--- src/design/frm_pkg.sv ---
// Shared constants, types and state codes for the frame rate meter and limiter.
`timescale 1ns / 1ps
`default_nettype none
package frm_pkg;

	// Ring of recent frame periods
	localparam int AVG_DEPTH = 10;
	localparam int SLOT_W    = (AVG_DEPTH > 1) ? $clog2(AVG_DEPTH) : 1;
	localparam int CNT_W     = $clog2(AVG_DEPTH + 1);
	localparam int PER_W     = 16;
	localparam int SUM_W     = $clog2(AVG_DEPTH * 65535 + 1);

	// Field widths
	localparam int TIME_W  = 32;
	localparam int CFG_W   = 10;
	localparam int FPS_W   = 22;
	localparam int DELAY_W = 10;
	localparam int RATIO_W = 16;

	// Rate numerator: 1000 ms/s in Q.8
	localparam int FPS_SCALE = 256000;
	localparam int NUM_W     = $clog2(FPS_SCALE * AVG_DEPTH + 1);
	localparam int FPS_MAX   = (1 << FPS_W) - 1;
	localparam int BUDGET_NUM = 1000;

	// Shared divider: ratio dividend is an 18-bit period shifted up by 8
	localparam int RAT_DVD_W = 26;
	localparam int DIV_W     = (NUM_W > RAT_DVD_W) ? NUM_W : RAT_DVD_W;
	localparam int DSR_W     = (SUM_W > CFG_W) ? SUM_W : CFG_W;
	localparam int DIV_CNT_W = $clog2(DIV_W);

	// APB register map
	localparam int PADDR_W = 3;
	localparam int PDATA_W = 32;
	localparam logic REG_MAX_FPS = 1'b0;
	localparam logic REG_DESIRED = 1'b1;
	localparam logic [CFG_W-1:0] MAX_FPS_RST = CFG_W'(60);
	localparam logic [CFG_W-1:0] DESIRED_RST = CFG_W'(16);

	typedef struct packed {
		logic             start;
		logic [DIV_W-1:0] dividend;
		logic [DSR_W-1:0] divisor;
	} div_req_t;

	typedef struct packed {
		logic             done;
		logic [DIV_W-1:0] quotient;
	} div_rsp_t;

	typedef enum logic [3:0] {
		S_IDLE,
		S_WRITE,
		S_SUM,
		S_FPS_GO,
		S_FPS_WAIT,
		S_RAT_GO,
		S_RAT_WAIT,
		S_BUD_GO,
		S_BUD_WAIT,
		S_DONE
	} seq_state_t;

endpackage
`default_nettype wire

--- src/design/frm_ram.sv ---
// Generic single-write, single-read RAM with registered read data.
`timescale 1ns / 1ps
`default_nettype none
module frm_ram #(
	parameter int WIDTH = 16,
	parameter int DEPTH = 10
) (
	input  wire logic                                         clk,
	input  wire logic                                         we,
	input  wire logic [((DEPTH > 1) ? $clog2(DEPTH) : 1)-1:0] waddr,
	input  wire logic [WIDTH-1:0]                             wdata,
	input  wire logic [((DEPTH > 1) ? $clog2(DEPTH) : 1)-1:0] raddr,
	output logic      [WIDTH-1:0]                             rdata
);

	logic [WIDTH-1:0] mem [DEPTH];
	logic [WIDTH-1:0] rdata_q;

	always_ff @(posedge clk) begin
		if (we) begin
			mem[waddr] <= wdata;
		end
		rdata_q <= mem[raddr];
	end

	assign rdata = rdata_q;

endmodule
`default_nettype wire

--- src/design/frm_div.sv ---
// Shared radix-2 restoring divider, one quotient bit per cycle.
`timescale 1ns / 1ps
`default_nettype none
module frm_div (
	input  wire logic             clk,
	input  wire logic             arst_n,
	input  wire frm_pkg::div_req_t req,
	output frm_pkg::div_rsp_t      rsp
);
	import frm_pkg::*;

	logic                 busy_q;
	logic                 done_q;
	logic [DIV_CNT_W-1:0] cnt_q;
	logic [DIV_W-1:0]     quo_q;
	logic [DSR_W-1:0]     rem_q;
	logic [DSR_W-1:0]     dsr_q;
	logic [DSR_W:0]       rem_sh;
	logic [DSR_W+1:0]     diff;

	// Shift in the next dividend bit and try the subtract
	assign rem_sh = {rem_q, quo_q[DIV_W-1]};
	assign diff   = {1'b0, rem_sh} - {2'b00, dsr_q};

	always_ff @(posedge clk or negedge arst_n) begin
		if (!arst_n) begin
			busy_q <= 1'b0;
			done_q <= 1'b0;
			cnt_q  <= '0;
		end else begin
			done_q <= 1'b0;
			if (req.start && !busy_q) begin
				busy_q <= 1'b1;
				cnt_q  <= '0;
			end else if (busy_q) begin
				if (cnt_q == DIV_CNT_W'(DIV_W - 1)) begin
					busy_q <= 1'b0;
					done_q <= 1'b1;
				end else begin
					cnt_q <= cnt_q + DIV_CNT_W'(1);
				end
			end
		end
	end

	always_ff @(posedge clk) begin
		if (req.start && !busy_q) begin
			quo_q <= req.dividend;
			rem_q <= '0;
			dsr_q <= req.divisor;
		end else if (busy_q) begin
			if (!diff[DSR_W+1]) begin
				rem_q <= diff[DSR_W-1:0];
				quo_q <= {quo_q[DIV_W-2:0], 1'b1};
			end else begin
				rem_q <= rem_sh[DSR_W-1:0];
				quo_q <= {quo_q[DIV_W-2:0], 1'b0};
			end
		end
	end

	assign rsp.done     = done_q;
	assign rsp.quotient = quo_q;

endmodule
`default_nettype wire

--- src/design/frm_seq.sv ---
// Sequencer and datapath: period ring update, running sum, divider steps, result word.
`timescale 1ns / 1ps
`default_nettype none
module frm_seq (
	input  wire logic                          clk,
	input  wire logic                          arst_n,
	input  wire logic                          in_valid,
	output logic                               in_stall,
	input  wire logic [frm_pkg::TIME_W-1:0]    start_time,
	input  wire logic [frm_pkg::TIME_W-1:0]    end_time,
	output logic                               out_valid,
	input  wire logic                          out_stall,
	output logic      [frm_pkg::FPS_W-1:0]     fps_q8,
	output logic      [frm_pkg::DELAY_W-1:0]   delay_ms,
	output logic      [frm_pkg::RATIO_W-1:0]   delta_ratio_q8,
	input  wire logic [frm_pkg::CFG_W-1:0]     max_fps,
	input  wire logic [frm_pkg::CFG_W-1:0]     desired_frame_ms,
	output frm_pkg::div_req_t                  div_req,
	input  wire frm_pkg::div_rsp_t             div_rsp
);
	import frm_pkg::*;

	seq_state_t state_q, state_d;

	logic [TIME_W-1:0]  prev_start_q;
	logic [TIME_W-1:0]  start_q;
	logic [TIME_W-1:0]  end_q;
	logic [TIME_W-1:0]  period_q;
	logic [TIME_W-1:0]  work_q;
	logic [SLOT_W-1:0]  write_slot_q;
	logic [CNT_W-1:0]   fill_count_q;
	logic [CNT_W-1:0]   rd_idx_q;
	logic               rd_pend_q;
	logic [SUM_W-1:0]   sum_q;
	logic [FPS_W-1:0]   fps_res_q;
	logic [RATIO_W-1:0] ratio_res_q;
	logic [DELAY_W-1:0] delay_res_q;
	logic               out_valid_q;
	logic [FPS_W-1:0]   out_fps_q;
	logic [DELAY_W-1:0] out_delay_q;
	logic [RATIO_W-1:0] out_ratio_q;

	logic               accept;
	logic               ram_we;
	logic [PER_W-1:0]   ram_wdata;
	logic [PER_W-1:0]   ram_rdata;
	logic               sum_issue;
	logic               fps_zero;
	logic               rat_sat;
	logic               bud_off;
	logic               out_free;
	logic               out_load;
	logic [DELAY_W-1:0] budget;

	assign accept   = in_valid && !in_stall;
	assign out_free = !out_valid_q || !out_stall;
	assign budget   = div_rsp.quotient[DELAY_W-1:0];

	frm_ram #(
		.WIDTH(PER_W),
		.DEPTH(AVG_DEPTH)
	) u_ring (
		.clk  (clk),
		.we   (ram_we),
		.waddr(write_slot_q),
		.wdata(ram_wdata),
		.raddr(rd_idx_q[SLOT_W-1:0]),
		.rdata(ram_rdata)
	);

	// Next state
	always_comb begin
		state_d = state_q;
		case (state_q)
			S_IDLE:     if (in_valid) state_d = S_WRITE;
			S_WRITE:    state_d = S_SUM;
			S_SUM:      if (!sum_issue && !rd_pend_q) state_d = S_FPS_GO;
			S_FPS_GO:   state_d = fps_zero ? S_RAT_GO : S_FPS_WAIT;
			S_FPS_WAIT: if (div_rsp.done) state_d = S_RAT_GO;
			S_RAT_GO:   state_d = rat_sat ? S_BUD_GO : S_RAT_WAIT;
			S_RAT_WAIT: if (div_rsp.done) state_d = S_BUD_GO;
			S_BUD_GO:   state_d = bud_off ? S_DONE : S_BUD_WAIT;
			S_BUD_WAIT: if (div_rsp.done) state_d = S_DONE;
			S_DONE:     if (out_free) state_d = S_IDLE;
			default:    state_d = S_IDLE;
		endcase
	end

	// Outputs of the sequencer
	always_comb begin
		in_stall         = 1'b1;
		ram_we           = 1'b0;
		ram_wdata        = (period_q[TIME_W-1:PER_W] != '0) ? '1 : period_q[PER_W-1:0];
		sum_issue        = 1'b0;
		fps_zero         = (sum_q == '0);
		rat_sat          = (period_q >= {14'b0, desired_frame_ms, 8'h00});
		bud_off          = (max_fps == '0);
		out_load         = 1'b0;
		div_req.start    = 1'b0;
		div_req.dividend = DIV_W'(fill_count_q) * DIV_W'(FPS_SCALE);
		div_req.divisor  = DSR_W'(sum_q);
		case (state_q)
			S_IDLE:   in_stall = 1'b0;
			S_WRITE:  ram_we = 1'b1;
			S_SUM:    sum_issue = (rd_idx_q != fill_count_q);
			S_FPS_GO: div_req.start = !fps_zero;
			S_RAT_GO: begin
				div_req.start    = !rat_sat;
				div_req.dividend = DIV_W'({period_q[17:0], 8'h00});
				div_req.divisor  = DSR_W'(desired_frame_ms);
			end
			S_BUD_GO: begin
				div_req.start    = !bud_off;
				div_req.dividend = DIV_W'(BUDGET_NUM);
				div_req.divisor  = DSR_W'(max_fps);
			end
			S_DONE:   out_load = out_free;
			default: begin
			end
		endcase
	end

	always_ff @(posedge clk or negedge arst_n) begin
		if (!arst_n) begin
			state_q      <= S_IDLE;
			prev_start_q <= '0;
			write_slot_q <= '0;
			fill_count_q <= '0;
			rd_pend_q    <= 1'b0;
			out_valid_q  <= 1'b0;
		end else begin
			state_q <= state_d;
			if (accept) begin
				prev_start_q <= start_time;
			end
			if (ram_we) begin
				write_slot_q <= (write_slot_q == SLOT_W'(AVG_DEPTH - 1)) ?
					'0 : write_slot_q + SLOT_W'(1);
				if (fill_count_q != CNT_W'(AVG_DEPTH)) begin
					fill_count_q <= fill_count_q + CNT_W'(1);
				end
			end
			rd_pend_q <= sum_issue;
			if (out_load) begin
				out_valid_q <= 1'b1;
			end else if (!out_stall) begin
				out_valid_q <= 1'b0;
			end
		end
	end

	always_ff @(posedge clk) begin
		if (accept) begin
			start_q  <= start_time;
			end_q    <= end_time;
			period_q <= start_time - prev_start_q;
		end
		if (ram_we) begin
			work_q   <= end_q - start_q;
			rd_idx_q <= '0;
			sum_q    <= '0;
		end
		if (sum_issue) begin
			rd_idx_q <= rd_idx_q + CNT_W'(1);
		end
		// Read data arrives in the cycle after its address
		if (rd_pend_q) begin
			sum_q <= sum_q + SUM_W'(ram_rdata);
		end
		if (state_q == S_FPS_GO && fps_zero) begin
			fps_res_q <= '0;
		end
		if (state_q == S_FPS_WAIT && div_rsp.done) begin
			fps_res_q <= (div_rsp.quotient > DIV_W'(FPS_MAX)) ?
				'1 : div_rsp.quotient[FPS_W-1:0];
		end
		if (state_q == S_RAT_GO && rat_sat) begin
			ratio_res_q <= '1;
		end
		if (state_q == S_RAT_WAIT && div_rsp.done) begin
			ratio_res_q <= div_rsp.quotient[RATIO_W-1:0];
		end
		if (state_q == S_BUD_GO && bud_off) begin
			delay_res_q <= '0;
		end
		if (state_q == S_BUD_WAIT && div_rsp.done) begin
			delay_res_q <= ({22'b0, budget} > work_q) ?
				budget - work_q[DELAY_W-1:0] : '0;
		end
		if (out_load) begin
			out_fps_q   <= fps_res_q;
			out_delay_q <= delay_res_q;
			out_ratio_q <= ratio_res_q;
		end
	end

	assign out_valid      = out_valid_q;
	assign fps_q8         = out_fps_q;
	assign delay_ms       = out_delay_q;
	assign delta_ratio_q8 = out_ratio_q;

	a_fill_bound: assert property (@(posedge clk) disable iff (!arst_n)
		fill_count_q <= CNT_W'(AVG_DEPTH))
		else $error("fill count beyond ring depth");

	a_slot_bound: assert property (@(posedge clk) disable iff (!arst_n)
		write_slot_q < SLOT_W'(AVG_DEPTH))
		else $error("write slot beyond ring depth");

	a_done_in_wait: assert property (@(posedge clk) disable iff (!arst_n)
		div_rsp.done |-> (state_q == S_FPS_WAIT || state_q == S_RAT_WAIT ||
			state_q == S_BUD_WAIT))
		else $error("divider finished outside a wait state");

	a_accept_write: assert property (@(posedge clk) disable iff (!arst_n)
		accept |=> (state_q == S_WRITE))
		else $error("accepted word did not start a ring write");

	a_load_done: assert property (@(posedge clk) disable iff (!arst_n)
		out_load |-> (state_q == S_DONE && !(out_valid_q && out_stall)))
		else $error("result loaded over a held word");

endmodule
`default_nettype wire

--- src/design/frame_rate_meter_limiter.sv ---
// Top level: APB configuration registers, sequencer and shared divider.
`timescale 1ns / 1ps
`default_nettype none
// Frame rate meter and limiter. Each input word is one frame (start and end
// millisecond ticks); each produces one result word with the averaged rate over
// the last ten frame periods (fps_q8, Q.8), the frame period over the desired
// period (delta_ratio_q8, Q8.8, saturated) and the delay that keeps the rate
// under max_fps (delay_ms). One frame is in flight at a time: in_stall is high
// from acceptance until the result is handed to the output register. That time
// is set by the 26-step radix-2 divider, which is shared by the rate, ratio and
// budget divisions, and by reading the period ring one entry a cycle; a division
// whose result is fixed by its operands is skipped.
// A finished word waits in the output register while the next frame is taken.
// Registers: max_fps at 0x0 (reset 60), desired_frame_ms at 0x4 (reset 16).
module frame_rate_meter_limiter (
	input  wire logic                         clk,
	input  wire logic                         arst_n,
	input  wire logic                         in_valid,
	output logic                              in_stall,
	input  wire logic [frm_pkg::TIME_W-1:0]   start_time,
	input  wire logic [frm_pkg::TIME_W-1:0]   end_time,
	output logic                              out_valid,
	input  wire logic                         out_stall,
	output logic      [frm_pkg::FPS_W-1:0]    fps_q8,
	output logic      [frm_pkg::DELAY_W-1:0]  delay_ms,
	output logic      [frm_pkg::RATIO_W-1:0]  delta_ratio_q8,
	input  wire logic                         psel,
	input  wire logic                         penable,
	input  wire logic                         pwrite,
	input  wire logic [frm_pkg::PADDR_W-1:0]  paddr,
	input  wire logic [frm_pkg::PDATA_W-1:0]  pwdata,
	output logic      [frm_pkg::PDATA_W-1:0]  prdata,
	output logic                              pready
);
	import frm_pkg::*;

	logic [CFG_W-1:0] max_fps_q;
	logic [CFG_W-1:0] desired_q;
	logic             cfg_wr;
	div_req_t         div_req;
	div_rsp_t         div_rsp;

	assign pready = 1'b1;
	assign cfg_wr = psel && penable && pwrite;

	always_ff @(posedge clk or negedge arst_n) begin
		if (!arst_n) begin
			max_fps_q <= MAX_FPS_RST;
			desired_q <= DESIRED_RST;
		end else if (cfg_wr) begin
			case (paddr[2])
				REG_MAX_FPS: max_fps_q <= pwdata[CFG_W-1:0];
				REG_DESIRED: desired_q <= pwdata[CFG_W-1:0];
				default: begin
				end
			endcase
		end
	end

	always_comb begin
		case (paddr[2])
			REG_MAX_FPS: prdata = PDATA_W'(max_fps_q);
			REG_DESIRED: prdata = PDATA_W'(desired_q);
			default:     prdata = '0;
		endcase
	end

	frm_seq u_seq (
		.clk             (clk),
		.arst_n          (arst_n),
		.in_valid        (in_valid),
		.in_stall        (in_stall),
		.start_time      (start_time),
		.end_time        (end_time),
		.out_valid       (out_valid),
		.out_stall       (out_stall),
		.fps_q8          (fps_q8),
		.delay_ms        (delay_ms),
		.delta_ratio_q8  (delta_ratio_q8),
		.max_fps         (max_fps_q),
		.desired_frame_ms(desired_q),
		.div_req         (div_req),
		.div_rsp         (div_rsp)
	);

	frm_div u_div (
		.clk   (clk),
		.arst_n(arst_n),
		.req   (div_req),
		.rsp   (div_rsp)
	);

endmodule
`default_nettype wire
--- config.mk ---
export PLATFORM = sky130hd
export DESIGN_NAME = frame_rate_meter_limiter
export DESIGN_NICKNAME = d
export VERILOG_FILES = /design/src/design/frm_pkg.sv /design/src/design/frm_ram.sv /design/src/design/frm_div.sv /design/src/design/frm_seq.sv /design/src/design/frame_rate_meter_limiter.sv
export SDC_FILE = /design/constraint.sdc
export NUM_CORES = 1
export LEC_CHECK = 0
export BUFFER_PORTS_ARGS = -buffer_cell sky130_fd_sc_hd__buf_2
export CAP_MARGIN = 20
export CORE_ASPECT_RATIO = 0.9
export CORE_MARGIN = 2
export CORE_UTILIZATION = 30
export CTS_BUF_LIST = sky130_fd_sc_hd__clkbuf_16
export CTS_CLUSTER_SIZE = 8
export DETAILED_ROUTE_END_ITERATION = 16
export HOLD_SLACK_MARGIN = 0.06
export PLACE_DENSITY = 0.56
export REMOVE_ABC_BUFFERS = 1
export SLEW_MARGIN = 20
export SYNTH_ARGS = -nofsm -noshare
export SYNTH_HDL_FRONTEND = slang
export SYNTH_SLANG_ARGS = --single-unit
--- constraint.sdc ---
create_clock -name clk -period 5.7 [get_ports clk]
set_input_delay 0.285 -clock clk [delete_from_list [all_inputs] [get_ports clk]]
set_output_delay 0.285 -clock clk [all_outputs]
set_load 0.02 [all_outputs]
==> flow_summary.ini <==
[synthesis]
synth_cell_types = 75
synth_top_area_cell = edfxtp_1
synthTopCellsByArea = edfxtp_1 (50%), ha_1 (6.3%), dfrtp_1 (6.3%)
synth_cells = 2173
synth_top_area_share_pct = 50.4
synth_warnings = 0
ys_ff_latch = 563
syn_avg_cell_area_um2 = 12.4
seq_area_frac_synth_pct = 59.8
synthTopCellsByCount = edfxtp_1 (454), nand2_1 (179), inv_1 (165), ha_1 (137), nor2_1 (126)
ys.flop_type = edfxtp_1
async_reset_ff_share_pct = 13.0
synthesis.area_um2 = 27100
synth_most_common_cell = edfxtp_1
synth_edf_count = 454

[die]
rows = 104
die_h_um = 289
core_area_um2 = 89400
dieArea_um2 = 92600
io_pins = 189
die_w_um = 321
start_util_pct = 30.3

[timing]
finClkSkew_ns = 0.0257
setup_viol = 0
holdWs_ns = 0.323
slew_viol_final = 0
hold_violations = 0
finalCriticalPeriod_ns = 4.21
timing.final.crit_share_pct = 73.8
max_slew.worst_pin.slew_ns = 1.06
slew_headroom_pct = 29.0
rsz0062_at_grt = false
postLayoutSetupSlackWorst_ns = 1.49
max_freq_ghz = 0.238
tns_ns = 0

[clocking]
cts_root_buf = clkbuf_16
cts_buffers = 80
path_clk_slew_ns = 0.05
cts_tree = built
clock-sinks = 563
htreeDepth = 3
clockBufferDepth = 3
clk_latency_ns = 0.63

[power]
ir_drop_mv = 0.172
p_leak_nw = 13.1
p_total_mw = 9.10
p_per_area_nw_per_um2 = 282

[worst_setup_path]
path_cells = nor4_1 -> nand4_1 -> or2_1 -> a2111oi_4 -> a21oi_2 -> o31a_4 -> and2_1 -> inv_1
path_max_fanout = 26
startpoint_type = flop
r2r_cells = 8
slowest_delay_ns = 0.84
crit_required_ns = 5.94
critPathCaptureType = flop
crit_type = reg2reg
worstPathArrival_ns = 4.44
slowest_stage = inv_1

[placement]
dpl-instance-area_um2 = 29100
io_buffers = 141
gp_congestion = 0.855
dp_hpwl_um = 43300
dp_slack_ns = 1.47
placedCellCount = 3434

[finish]
fill_cells = 8563
utilization_pct = 36.1
area_growth_pct = 19.2
seq_area_um2 = 16200
fin_nets = 2685
num_antenna_cells = 0
drive_above_1_share_pct = 14.1
stdcell_count = 3651
fin_area_um2 = 32300
multi_input_area_um2 = 9980

[global_route]
grt_pass1_wl_um = 97000
grt_pass1_vias = 17300
grt_max_degree = 74
grt-ovfl-total = 0
grt.total_usage_pct = 13.3
grt_antenna_before_repair = 0

[min_path]
hold_class = in2reg
hold-path-cell-count = 4

[detailed_routing]
dr.pass1.iters = 5
wl_um = 62400
ant_nets = 0
drc = 0
vias_per_cell = 4.75
drt_first_iter_violations = 1220
num_vias = 17300
wire_per_inst_um = 17.1

[run]
maxCapViolCount = 0

[run_status]
status = complete, no violations
==> per-layer routing <==
layer	GRT usage [%]	wire, um
met2	22.1	29700
met4	3.47	1350
met5	0	0
met3	3.26	3380
met1	17.6	28000
==> worst max-delay path: cells and delay by family, from the launching register on <==
| family | cells | cell delay (ns) |
|---|---|---|
| DFF | 1 | 0.37 |
| buffers and inverters | 1 | 0.84 |
| and+or+nand+nor | 4 | 1.80 |
| AOI/OAI and AO/OA | 3 | 0.80 |
==> power by group <==
group	switching, mW	internal (mW)
combinational	0.177	0.148
sequential	0.0342	4.44
clock	1.75	2.55
==> placed cells by master, fill, tap and decap left out, types with 34 or more instances in the layout <==
cell type / instances
edfxtp_1: 454
inv_1: 215
nand2_1: 179
buf_2: 140
ha_1: 137
o21ai_0: 123
nor2_1: 122
a21oi_1: 103
clkbuf_16: 81
dlygate4sd3_1: 77
xnor2_1: 76
dfrtp_1: 68
nand2b_1: 50
a21o_1: 49
mux2i_1: 49
nor2b_1: 37
dfxtp_1: 36
nand3_1: 34
==> final timing paths <==
path                                                    start                            endpoint  slack (ns)
setup / recovery                 u_seq.period_q[31]$_DFFE_PP_            u_div.quo_q[3]$_DFFE_PP_        1.49
setup reg to reg                 u_seq.period_q[31]$_DFFE_PP_            u_div.quo_q[3]$_DFFE_PP_        1.49
hold / removal                                       in_valid   u_seq.prev_start_q[1]$_DFFE_PN0P_        0.32
hold reg to reg            u_seq.delay_res_q[5]$_SDFFCE_PP0P_         u_seq.delay_ms[5]$_DFFE_PP_        0.41
min in group asynchronous                              arst_n   u_seq.write_slot_q[1]$_DFFE_PN0P_        0.42
max in group asynchronous                              arst_n  u_seq.prev_start_q[18]$_DFFE_PN0P_        4.35
==> logic make-up after synthesis <==
logic type / after synthesis / share of synthesized area (%)
AOI/OAI and AO/OA: 424 / 9.76
DFF: 563 / 59.8
buffers and inverters: 256 / 4.01
and+or+nand+nor: 566 / 10.1
adders and majority gates: 149 / 7.22
muxes: 111 / 5.73
xor gates and xnor gates: 102 / 3.30
other: 2 / 0.0278
==> area by class of cell <==
type                       instances  share of cell area (%)
multi-input combinational       1375                    30.9
timing repair buffer             243                    5.24
sequential                       563                    50.2
tap                             1166                    4.52
clock inverter                    56                   0.857
clock buffer                      81                    6.28
inverter                         167                    1.97
==> sequential cells by signal (all words and copies together), names as in the netlist, 22 cells and up <==
signal,cells
u_seq.start_q,32
u_seq.prev_start_q,32
u_seq.fps_q8,22
u_div.quo_q,26
u_seq.work_q,32
u_seq.u_ring.mem,160
u_seq.period_q,32
u_seq.fps_res_q,22
u_seq.end_q,32
==> what timing repair did <==
| item | 4_1_cts | 5_1_grt |
|---|---|---|
| hold buffers | 77 | 0 |
| buffers inserted | 0 | 0 |
| endpoints found under the hold margin | 133 | 0 |
| gates resized for setup | 0 | 0 |
Note: power is estimated with default switching activity, not from simulation.
